<file path="src/rtl/peet_pkg.sv">
// ----------------------------------------------------------------------------
// peet_pkg
// Shared types and constants for the periodic event timer table.
// ----------------------------------------------------------------------------
package peet_pkg;

  localparam int NUM_SLOTS    = 16;
  localparam int TIME_W       = 40;
  localparam int ADDR_W       = (NUM_SLOTS > 1) ? $clog2(NUM_SLOTS) : 1;

  localparam int OPCODE_W     = 2;
  localparam int READING_W    = 32;
  localparam int SLOT_FIELD_W = 4;
  localparam int PERIOD_W     = 24;
  localparam int COUNT_W      = 16;
  localparam int STEP_W       = 16;

  localparam logic [STEP_W-1:0] DEFAULT_STEP = STEP_W'(1000);

  typedef enum logic [OPCODE_W-1:0] {
    OP_TICK       = 2'd0,
    OP_REGISTER   = 2'd1,
    OP_UNREGISTER = 2'd2
  } op_e;

  typedef struct packed {
    logic                endless;
    logic [PERIOD_W-1:0] period;
    logic [COUNT_W-1:0]  remaining;
    logic [TIME_W-1:0]   last_time;
  } slot_t;

  localparam int SLOT_ENTRY_W = $bits(slot_t);

endpackage

</file>
<file path="src/rtl/periodic_event_timer_table_core.sv">
// ----------------------------------------------------------------------------
// periodic_event_timer_table_core
// Table of periodic timer slots driven by a millisecond time base.
// ----------------------------------------------------------------------------
// Input channel (in_valid_i / in_stall_o) takes one request: a tick, a slot
// register or a slot unregister. Output channel (out_valid_o / out_stall_i)
// delivers one firing report per due slot, in slot order; last_of_run_o marks
// the final report of a tick. The config channel (cfg_valid_i / cfg_ready_o)
// writes the largest clock step; a zero write stores 1000. Write it only
// while the block is idle.
// Register and unregister pass through the execute state before the next
// request can be taken. A tick updates the clock in the execute state, then
// reads the slot memory one entry a cycle while the scan is not paused, with
// the compare and write-back working on the registered read data, then hands
// the held last report to the output register. The single memory port pair
// and the registered read set the pace of the scan. A stalled receiver holds
// the output register; the scan pauses only when a second report is ready and
// the output register is still full, and the final hand-off waits for it.
// Reset clears the clock state, all slot active bits and the output; the slot
// memory itself is not cleared and its contents are used only for active slots.
// ----------------------------------------------------------------------------
module periodic_event_timer_table_core
  import peet_pkg::*;
(
  input  logic                    clk_i,
  input  logic                    rst_ni,

  input  logic                    cfg_valid_i,
  output logic                    cfg_ready_o,
  input  logic [STEP_W-1:0]       cfg_max_step_ms_i,

  input  logic                    in_valid_i,
  output logic                    in_stall_o,
  input  logic [OPCODE_W-1:0]     opcode_i,
  input  logic [READING_W-1:0]    counter_reading_i,
  input  logic [SLOT_FIELD_W-1:0] slot_i,
  input  logic [PERIOD_W-1:0]     period_ms_i,
  input  logic [COUNT_W-1:0]      repeat_count_i,
  input  logic                    repeat_forever_i,

  output logic                    out_valid_o,
  input  logic                    out_stall_i,
  output logic [SLOT_FIELD_W-1:0] fired_slot_o,
  output logic                    retired_o,
  output logic                    last_of_run_o
);

  typedef enum logic [1:0] {
    S_IDLE,
    S_EXEC,
    S_SCAN,
    S_FLUSH
  } state_e;

  localparam logic [ADDR_W-1:0] LAST_IDX = ADDR_W'(NUM_SLOTS - 1);

  state_e                  state_q, state_d;
  logic [STEP_W-1:0]       max_step_q, max_step_d;
  logic [TIME_W-1:0]       now_q, now_d;
  logic [READING_W-1:0]    prev_q, prev_d;
  logic                    primed_q, primed_d;
  logic [NUM_SLOTS-1:0]    active_q, active_d;

  logic [OPCODE_W-1:0]     op_q, op_d;
  logic [READING_W-1:0]    reading_q, reading_d;
  logic [SLOT_FIELD_W-1:0] slot_q, slot_d;
  logic [PERIOD_W-1:0]     period_q, period_d;
  logic [COUNT_W-1:0]      count_q, count_d;
  logic                    forever_q, forever_d;

  logic [ADDR_W-1:0]       idx_q, idx_d;
  logic                    issuing_q, issuing_d;
  logic                    ev_valid_q, ev_valid_d;
  logic [ADDR_W-1:0]       ev_idx_q, ev_idx_d;

  logic                    pend_valid_q, pend_valid_d;
  logic [ADDR_W-1:0]       pend_slot_q, pend_slot_d;
  logic                    pend_retired_q, pend_retired_d;

  logic                    out_valid_q, out_valid_d;
  logic [SLOT_FIELD_W-1:0] out_slot_q, out_slot_d;
  logic                    out_retired_q, out_retired_d;
  logic                    out_last_q, out_last_d;

  slot_t                   mem [NUM_SLOTS];
  slot_t                   mem_rdata_q;
  logic                    mem_we;
  logic [ADDR_W-1:0]       mem_waddr;
  slot_t                   mem_wdata;
  logic                    mem_re;

  logic [READING_W-1:0]    delta;
  logic [READING_W-1:0]    step;
  logic [TIME_W-1:0]       elapsed;
  logic [COUNT_W-1:0]      rem_dec;
  logic                    due;
  logic                    retire;
  logic                    out_free;
  logic                    hold;
  logic                    slot_in_range;

  always_ff @(posedge clk_i) begin
    if (mem_we) begin
      mem[mem_waddr] <= mem_wdata;
    end
    if (mem_re) begin
      mem_rdata_q <= mem[idx_q];
    end
  end

  always_comb begin
    delta = reading_q - prev_q;
    if (delta[READING_W-1]) begin
      step = '0;
    end else if (delta > READING_W'(max_step_q)) begin
      step = READING_W'(max_step_q);
    end else begin
      step = delta;
    end

    elapsed       = now_q - mem_rdata_q.last_time;
    rem_dec       = mem_rdata_q.remaining - COUNT_W'(1);
    due           = ev_valid_q && active_q[ev_idx_q] &&
                    (elapsed > TIME_W'(mem_rdata_q.period));
    retire        = !mem_rdata_q.endless && (rem_dec == '0);
    out_free      = !out_valid_q || !out_stall_i;
    hold          = due && pend_valid_q && !out_free;
    slot_in_range = (32'(slot_q) < NUM_SLOTS);
  end

  always_comb begin
    state_d        = state_q;
    max_step_d     = max_step_q;
    now_d          = now_q;
    prev_d         = prev_q;
    primed_d       = primed_q;
    active_d       = active_q;
    op_d           = op_q;
    reading_d      = reading_q;
    slot_d         = slot_q;
    period_d       = period_q;
    count_d        = count_q;
    forever_d      = forever_q;
    idx_d          = idx_q;
    issuing_d      = issuing_q;
    ev_valid_d     = ev_valid_q;
    ev_idx_d       = ev_idx_q;
    pend_valid_d   = pend_valid_q;
    pend_slot_d    = pend_slot_q;
    pend_retired_d = pend_retired_q;
    out_valid_d    = out_valid_q;
    out_slot_d     = out_slot_q;
    out_retired_d  = out_retired_q;
    out_last_d     = out_last_q;
    mem_we         = 1'b0;
    mem_re         = 1'b0;
    mem_waddr      = ev_idx_q;
    mem_wdata      = mem_rdata_q;

    if (out_valid_q && !out_stall_i) begin
      out_valid_d = 1'b0;
    end

    if (cfg_valid_i) begin
      max_step_d = (cfg_max_step_ms_i == '0) ? DEFAULT_STEP : cfg_max_step_ms_i;
    end

    case (state_q)
      S_IDLE: begin
        if (in_valid_i) begin
          op_d      = opcode_i;
          reading_d = counter_reading_i;
          slot_d    = slot_i;
          period_d  = period_ms_i;
          count_d   = repeat_count_i;
          forever_d = repeat_forever_i;
          state_d   = S_EXEC;
        end
      end

      S_EXEC: begin
        state_d = S_IDLE;
        case (op_e'(op_q))
          OP_TICK: begin
            prev_d   = reading_q;
            primed_d = 1'b1;
            if (primed_q) begin
              now_d = now_q + TIME_W'(step);
            end
            idx_d     = '0;
            issuing_d = 1'b1;
            state_d   = S_SCAN;
          end
          OP_REGISTER: begin
            if ((forever_q || count_q != '0) && slot_in_range) begin
              prev_d   = reading_q;
              primed_d = 1'b1;
              if (primed_q) begin
                now_d = now_q + TIME_W'(step);
              end
              mem_we              = 1'b1;
              mem_waddr           = slot_q[ADDR_W-1:0];
              mem_wdata.endless   = forever_q;
              mem_wdata.period    = period_q;
              mem_wdata.remaining = count_q;
              mem_wdata.last_time = now_d;
              active_d[slot_q[ADDR_W-1:0]] = 1'b1;
            end
          end
          OP_UNREGISTER: begin
            if (slot_in_range) begin
              active_d[slot_q[ADDR_W-1:0]] = 1'b0;
            end
          end
          default: begin
            state_d = S_IDLE;
          end
        endcase
      end

      S_SCAN: begin
        if (!hold) begin
          // read stage
          if (issuing_q) begin
            mem_re = 1'b1;
            idx_d  = idx_q + ADDR_W'(1);
            if (idx_q == LAST_IDX) begin
              issuing_d = 1'b0;
            end
          end
          ev_valid_d = issuing_q;
          ev_idx_d   = idx_q;

          // compare and write-back stage
          if (due) begin
            mem_we              = 1'b1;
            mem_waddr           = ev_idx_q;
            mem_wdata.last_time = mem_rdata_q.last_time + TIME_W'(mem_rdata_q.period);
            if (!mem_rdata_q.endless) begin
              mem_wdata.remaining = rem_dec;
            end
            if (retire) begin
              active_d[ev_idx_q] = 1'b0;
            end
            if (pend_valid_q) begin
              out_valid_d   = 1'b1;
              out_slot_d    = SLOT_FIELD_W'(pend_slot_q);
              out_retired_d = pend_retired_q;
              out_last_d    = 1'b0;
            end
            pend_valid_d   = 1'b1;
            pend_slot_d    = ev_idx_q;
            pend_retired_d = retire;
          end

          if (!issuing_q && !ev_valid_q) begin
            state_d = S_FLUSH;
          end
        end
      end

      S_FLUSH: begin
        if (!pend_valid_q) begin
          state_d = S_IDLE;
        end else if (out_free) begin
          out_valid_d   = 1'b1;
          out_slot_d    = SLOT_FIELD_W'(pend_slot_q);
          out_retired_d = pend_retired_q;
          out_last_d    = 1'b1;
          pend_valid_d  = 1'b0;
          state_d       = S_IDLE;
        end
      end

      default: begin
        state_d = S_IDLE;
      end
    endcase
  end

  always_ff @(posedge clk_i or negedge rst_ni) begin
    if (!rst_ni) begin
      state_q        <= S_IDLE;
      max_step_q     <= DEFAULT_STEP;
      now_q          <= '0;
      prev_q         <= '0;
      primed_q       <= 1'b0;
      active_q       <= '0;
      op_q           <= '0;
      reading_q      <= '0;
      slot_q         <= '0;
      period_q       <= '0;
      count_q        <= '0;
      forever_q      <= 1'b0;
      idx_q          <= '0;
      issuing_q      <= 1'b0;
      ev_valid_q     <= 1'b0;
      ev_idx_q       <= '0;
      pend_valid_q   <= 1'b0;
      pend_slot_q    <= '0;
      pend_retired_q <= 1'b0;
      out_valid_q    <= 1'b0;
      out_slot_q     <= '0;
      out_retired_q  <= 1'b0;
      out_last_q     <= 1'b0;
    end else begin
      state_q        <= state_d;
      max_step_q     <= max_step_d;
      now_q          <= now_d;
      prev_q         <= prev_d;
      primed_q       <= primed_d;
      active_q       <= active_d;
      op_q           <= op_d;
      reading_q      <= reading_d;
      slot_q         <= slot_d;
      period_q       <= period_d;
      count_q        <= count_d;
      forever_q      <= forever_d;
      idx_q          <= idx_d;
      issuing_q      <= issuing_d;
      ev_valid_q     <= ev_valid_d;
      ev_idx_q       <= ev_idx_d;
      pend_valid_q   <= pend_valid_d;
      pend_slot_q    <= pend_slot_d;
      pend_retired_q <= pend_retired_d;
      out_valid_q    <= out_valid_d;
      out_slot_q     <= out_slot_d;
      out_retired_q  <= out_retired_d;
      out_last_q     <= out_last_d;
    end
  end

  assign cfg_ready_o   = 1'b1;
  assign in_stall_o    = (state_q != S_IDLE);
  assign out_valid_o   = out_valid_q;
  assign fired_slot_o  = out_slot_q;
  assign retired_o     = out_retired_q;
  assign last_of_run_o = out_last_q;

endmodule

</file>
<file path="config.mk">
export PLATFORM = sky130hd
export DESIGN_NAME = periodic_event_timer_table_core
export DESIGN_NICKNAME = d
export VERILOG_FILES = /design/src/rtl/peet_pkg.sv /design/src/rtl/periodic_event_timer_table_core.sv
export SDC_FILE = /design/constraint.sdc
export NUM_CORES = 2
export LEC_CHECK = 0
export CAP_MARGIN = 10
export CORE_MARGIN = 8
export CORE_UTILIZATION = 49
export DETAILED_ROUTE_END_ITERATION = 16
export DONT_BUFFER_PORTS = 1
export MAX_ROUTING_LAYER = met4
export PLACE_DENSITY = 0.69
export SYNTH_ARGS = -nofsm -noshare
export SYNTH_HDL_FRONTEND = slang
export SYNTH_SLANG_ARGS = --single-unit
</file>
<file path="constraint.sdc">
create_clock -name clk_i -period 13.7 [get_ports clk_i]
set_input_delay 0 -clock clk_i [delete_from_list [all_inputs] [get_ports clk_i]]
set_output_delay 0 -clock clk_i [all_outputs]
set_load 0.02 [all_outputs]
</file>
## Yosys cells after proc, flatten, opt, wreduce, memory -nomap -nowiden

Memory sizes are Yosys's and may differ from the RTL's. A register that Yosys moved wholly into a read port is not among the register bits.
Index checks and enable logic that the tools add are counted.

| storage, ports and cells | value |
|---|---|
| flip-flop bits (word level) | 209 |
| bits in writable memories | 1296 |
| bits of input ports | 100 |
| output and inout bits | 9 |
| logic and storage cells | 186 |
| memories | 1 |

Memory list:

| name | words | width | read ports | clocked after Yosys merged registers in | write ports | line | source |
|---|---|---|---|---|---|---|---|
| mem | 16 | 81 | 1 | 1 | 1 | periodic_event_timer_table_core.sv:85 | `slot_t mem [NUM_SLOTS];` |

| operators by class | value |
|---|---|
| $add $sub $neg | 6 |
| magnitude comparators | 6 |
| equality and inequality tests | 20 |
| multiplexer cells | 88 |
| bitwise logic cells | 6 |
| reduce and logical (&&, ||, !) cells | 36 |

Operators with widths:

| operator | count |
|---|---|
| 2-to-1 mux 81 bit | 2 |
| 2-to-1 mux 56 bit | 2 |
| one-hot mux 56 bit (2 select lines) | 1 |
| 2-to-1 mux 16 bit | 6 |
| 2-to-1 mux 40 bit | 2 |
| one-hot mux 40 bit (2 select lines) | 1 |
| one-hot mux 16 bit (2 select lines) | 2 |
| one-hot mux 32 bit (2 select lines) | 1 |
| 2-to-1 mux 31 bit | 2 |
| 2-to-1 mux 4 bit | 11 |
| adder 40 x 24 -> 40 bit | 1 |
| adder 40 x 32 -> 40 bit | 1 |
| greater-than comparator 40 x 24 -> 1 bit | 1 |
| subtractor 40 bit | 1 |
| 2-to-1 mux 1 bit | 37 |
| AND 16 bit | 2 |
| greater-than comparator 32 x 16 -> 1 bit | 1 |
| logical NOT 16 bit | 2 |
| 2-to-1 mux 32 bit | 1 |
| NOT 16 bit | 2 |
| subtractor 32 bit | 1 |
| 2-to-1 mux 25 bit | 1 |
| != test 2 bit (second input constant) | 10 |
| OR 16 bit | 1 |
| 27 further kinds | 70 |

## Logic depth before layout (Yosys ltp)

| logic depth | value |
|---|---|
| word-level depth | 10 |
| mapped depth | 36 |
| gate-level depth less buffers | 35 |

## Worst setup path after synthesis

No wires, ideal clock.

| timing path | value |
|---|---|
| path kind | register to register |
| start | register now_q[0] |
| end | memory mem[13][0] in the netlist's numbering, enable pin |
| library setup time | 620 ps |
| arrival | 9913 ps |
| required time | 13080 ps |
| setup slack | 3167 ps |
| cell stages (with the launch flop) | 26 |
| buffers on the path | 1 |
| clock period less this slack | 10533 ps |
| cell sequence | dfrtp_1 > inv_1 > ha_1 > inv_1 > fa_1 > a21oi_1 > o22ai_1 > nor2_1 > o21bai_1 > a31oi_1 > o21a_1 > o21ai_0 > xor2_1 > ha_1 > nand4_1 > nor4_1 > o31ai_1 > a22oi_1 > a2111oi_2 > and4_1 > nand4_1 > or3_4 > nand3_1 > o2bb2a_1 > clkbuf_1 > nor3_1 |

| on the way | value |
|---|---|
| longest elaborated chain between the ends | 9 |
| elaborated cells between the ends (all ways) | 10 |
| those cells by class | add/sub (1); order compare (1); mux (5); reduce/logical (3) |

RTL lines:

| item | line | source |
|---|---|---|
| start: declaration | periodic_event_timer_table_core.sv:59 | `logic [TIME_W-1:0] now_q, now_d;` |
| start signal: assignment | periodic_event_timer_table_core.sv:309 | `now_q <= now_d;` |
| subtractor 40 bit * | periodic_event_timer_table_core.sv:121 | `elapsed = now_q - mem_rdata_q.last_time;` |
| greater-than comparator 40 x 24 -> 1 bit * | periodic_event_timer_table_core.sv:124 | `(elapsed > TIME_W'(mem_rdata_q.period));` |
| logical AND 1 bit * | periodic_event_timer_table_core.sv:123 | `due = ev_valid_q && active_q[ev_idx_q] &&` |
| logical AND 1 bit (2 in a row) | periodic_event_timer_table_core.sv:127 | `hold = due && pend_valid_q && !out_free;` |
| 2-to-1 mux 1 bit * | periodic_event_timer_table_core.sv:222 | `if (!hold) begin` |
| one-hot mux 1 bit (2 select lines) * | periodic_event_timer_table_core.sv:168 | `case (state_q)` |
| 2-to-1 mux 1 bit * | periodic_event_timer_table_core.sv:103 | `if (mem_we) begin` |
| 2-to-1 mux 1 bit (not written as such) * | periodic_event_timer_table_core.sv:104 | `mem[mem_waddr] <= mem_wdata;` |
| end: declaration | periodic_event_timer_table_core.sv:85 |  |

Every way passes the cells marked *; elsewhere a longest branch is shown, timed or not.

==> impl_metrics.env <==
export IMPL_p_per_area_nw_per_um2=208
export IMPL_maxSlewHeadroom_pct=11.0
export IMPL_seq_area_frac_synth_pct=65.4
export IMPL_min_path_type="in2async"
export IMPL_vias=44700
export IMPL_start_kind="flop"
export IMPL_tns_ns=0
export IMPL_drtIter0Drc=5148
export IMPL_synth_warnings=0
export IMPL_max_freq_mhz=105
export IMPL_end_kind="flop"
export IMPL_clk_pin_slew_ns=0.05
export IMPL_max_stage_delay_ns=0.86
export IMPL_cts_max_path_buffers=3
export IMPL_clock_sinks=1586
export IMPL_crit_cells=32
export IMPL_drtAntennaViolNets=0
export IMPL_netlist_area_sq_um=71300
export IMPL_crit_start="prev_q[0]$_DFFE_PN0P_"
export IMPL_synth_top_family_by_area="multiplexers"
export IMPL_setup_viol=0
export IMPL_clock_skew_final_ns=0.0471
export IMPL_cpMaxStageDelayCell="a21oi_1"
export IMPL_worst_setup_path_type="reg2reg"
export IMPL_path_buf_inv=1
export IMPL_antenna_found_initial=5
export IMPL_synth_distinct_cells=103
export IMPL_total_power_mw=16.9
export IMPL_synthXorXnorAreaFrac_pct=1.33
export IMPL_leakage_nw=27.9
export IMPL_synth_top_area_cell="edfxtp_1"
export IMPL_ys_top_cells_by_count="edfxtp_1, o21ai_0, nand2_1"
export IMPL_path_delay_family="compound AO/OA/AOI/OAI gates"
export IMPL_drive_gt1_share_pct=14.9
export IMPL_route_detailed_drc=0
export IMPL_status="completed"
export IMPL_first_global_vias=44100
export IMPL_synthMuxAreaShare_pct=12.5
export IMPL_wl_mm=191
export IMPL_crit_path_frequent_cell="nor3_1"
export IMPL_chipWidth_um=397
export IMPL_port_buffer_count=0
export IMPL_dpl_hpwl_mm=115
export IMPL_synth_compound_area_share_pct=10.1
export IMPL_grt_total_usage_pct=24.5
export IMPL_period_needed_ns=9.51
export IMPL_rsz0062_at_grt="no"
export IMPL_die_area_sq_um=158000
export IMPL_num_io_pins=109
export IMPL_synth_avg_cell_area_sq_um=14.7
export IMPL_synth_area_leaders="edfxtp_1, dfrtp_1, mux4_2"
export IMPL_start_util_pct=49.1
export IMPL_peakVddDrop_mv=0.143
export IMPL_worstPathMaxFanout=16
export IMPL_htree_num_levels=4
export IMPL_grt_first_pass_wirelength_mm=285
export IMPL_placedCellCount=6667
export IMPL_die_h_um=397
export IMPL_fin_cells=7177
export IMPL_fin_util_pct=56.0
export IMPL_clk_latency_ns=0.82
export IMPL_ys_seq_elements=1586
export IMPL_finalHoldViolCount=0
export IMPL_gp_congestion=0.933
export IMPL_synthSimpleGateAreaFrac_pct=5.40
export IMPL_synthAdderAreaFrac_pct=3.15
export IMPL_yosys_most_used_dff="edfxtp_1"
export IMPL_cts_root_buffer_cell="clkbuf_16"
export IMPL_arrival_ns=9.94
export IMPL_viasPerCell=6.23
export IMPL_fp_row_count=140
export IMPL_yosysMostFrequentCell="edfxtp_1"
export IMPL_grt_ovfl_total=0
export IMPL_worst_pin_slew_ns=1.33
export IMPL_crit_required_ns=14.13
export IMPL_cts_buffers=165
export IMPL_yosys_area_top_type_share_pct=58.0
export IMPL_max_cap_violations=0
export IMPL_drtPass1Iterations=5
export IMPL_final_nets=5392
export IMPL_async_reset_ff_share_pct=13.2
export IMPL_synth_edf_count=1377
export IMPL_syn2layout_area_growth_pct=13.9
export IMPL_r2r_start="prev_q[0]$_DFFE_PN0P_"
export IMPL_grt_max_degree=210
export IMPL_final_period_utilization_pct=69.4
export IMPL_holdWs_ns=0.00837
export IMPL_synth_cells=4855
export IMPL_r2r_worst_path_cells=32
export IMPL_core_sq_um=145000
export IMPL_drv_slew=0
export IMPL_wl_per_cell_um=26.6
export IMPL_cts_tree="done"
-- layout by cell type, fill, tap and decap left out, drive strengths merged, types with 70 or more instances in the layout --
cell type	count
clkbuf	223
mux2i	296
a221oi	84
buf	114
ha	173
a22oi	86
a21oi	276
dlygate4sd3	194
edfxtp	1377
xnor2	70
inv	175
mux2	191
mux4	167
o21ai	352
nand2	316
dfrtp	203
nor2	188
-- power by group --
group / leakage [nW] / switching [mW] / internal (mW)
combinational: 10.3 / 3.60 / 2.23
clock: 2.62 / 1.89 / 2.55
sequential: 15.0 / 0.350 / 6.29
-- routing by layer --
layer / track usage (%) / up-vias / share of wire (%)
li1: - / 19500 / -
met1: 33.8 / 22800 / 42
met5: - / - / 0
met2: 37.6 / 1997 / 46
met4: 7.44 / 0 / 3.0
met3: 4.16 / 361 / 8.5
-- sequential cells by signal (all words and copies together) (netlist names), named ones only --
name,flops
now_q,40
pend_slot_q,4
pend_valid_q,1
retired_o,1
last_of_run_o,1
mem_rdata_q,81
slot_q,4
issuing_q,1
prev_q,32
max_step_q,16
forever_q,1
pend_retired_q,1
out_valid_o,1
ev_valid_q,1
ev_idx_q,4
primed_q,1
state_q,1
count_q,16
mem,1296
reading_q,32
period_q,24
op_q,2
fired_slot_o,4
idx_q,4
-- logic make-up (layout without fill, tap and decap cells) --
logic type	Yosys count	after routing
AOI/OAI and AO/OA	1111	1111
xor gates and xnor gates	108	108
adders and majority gates	177	177
buffers and inverters	397	784
DFF	1586	1586
muxes	654	654
other	2	20
and+or+nand+nor	820	820
-- timing repair --
item,CTS,global route
hold endpoints to repair,324,0
resized for setup,0,0
hold buffers,195,0
buffers inserted,0,0
-- metrics by stage --
step	area (sq um)	setup WS [ns]
6_report	81200	4.19
2_1_floorplan	71300	3.17
3_5_place_dp	73800	4.26
5_1_grt	81200	3.41
4_1_cts	81100	4.23
3_3_place_gp	73800	4.63
-- area by class of cell --
type                       count  area [sq um]
antenna                        4          10.0
clock buffer                 223          4490
clock inverter                85           877
fill                       11300         63900
inverter                     168           631
multi-input combinational   2886         23300
sequential                  1586         46600
tap                         1917          2400
timing repair buffer         308          2840
-- final timing paths --
path                       slack, ns                         end
max                             4.19        mem[7][36]$_DFFE_PP_
min                            0.008   reading_q[30]$_DFFE_PN0P_
max reg2reg                     4.19        mem[7][36]$_DFFE_PP_
min reg2reg                     0.51  pend_retired_q$_DFFE_PN0P_
max in group asynchronous      12.53        idx_q[1]$_DFFE_PN0P_
min in group clk_i              0.15       out_valid_o$_DFF_PN0_
Power figures use the tool's default switching activity.
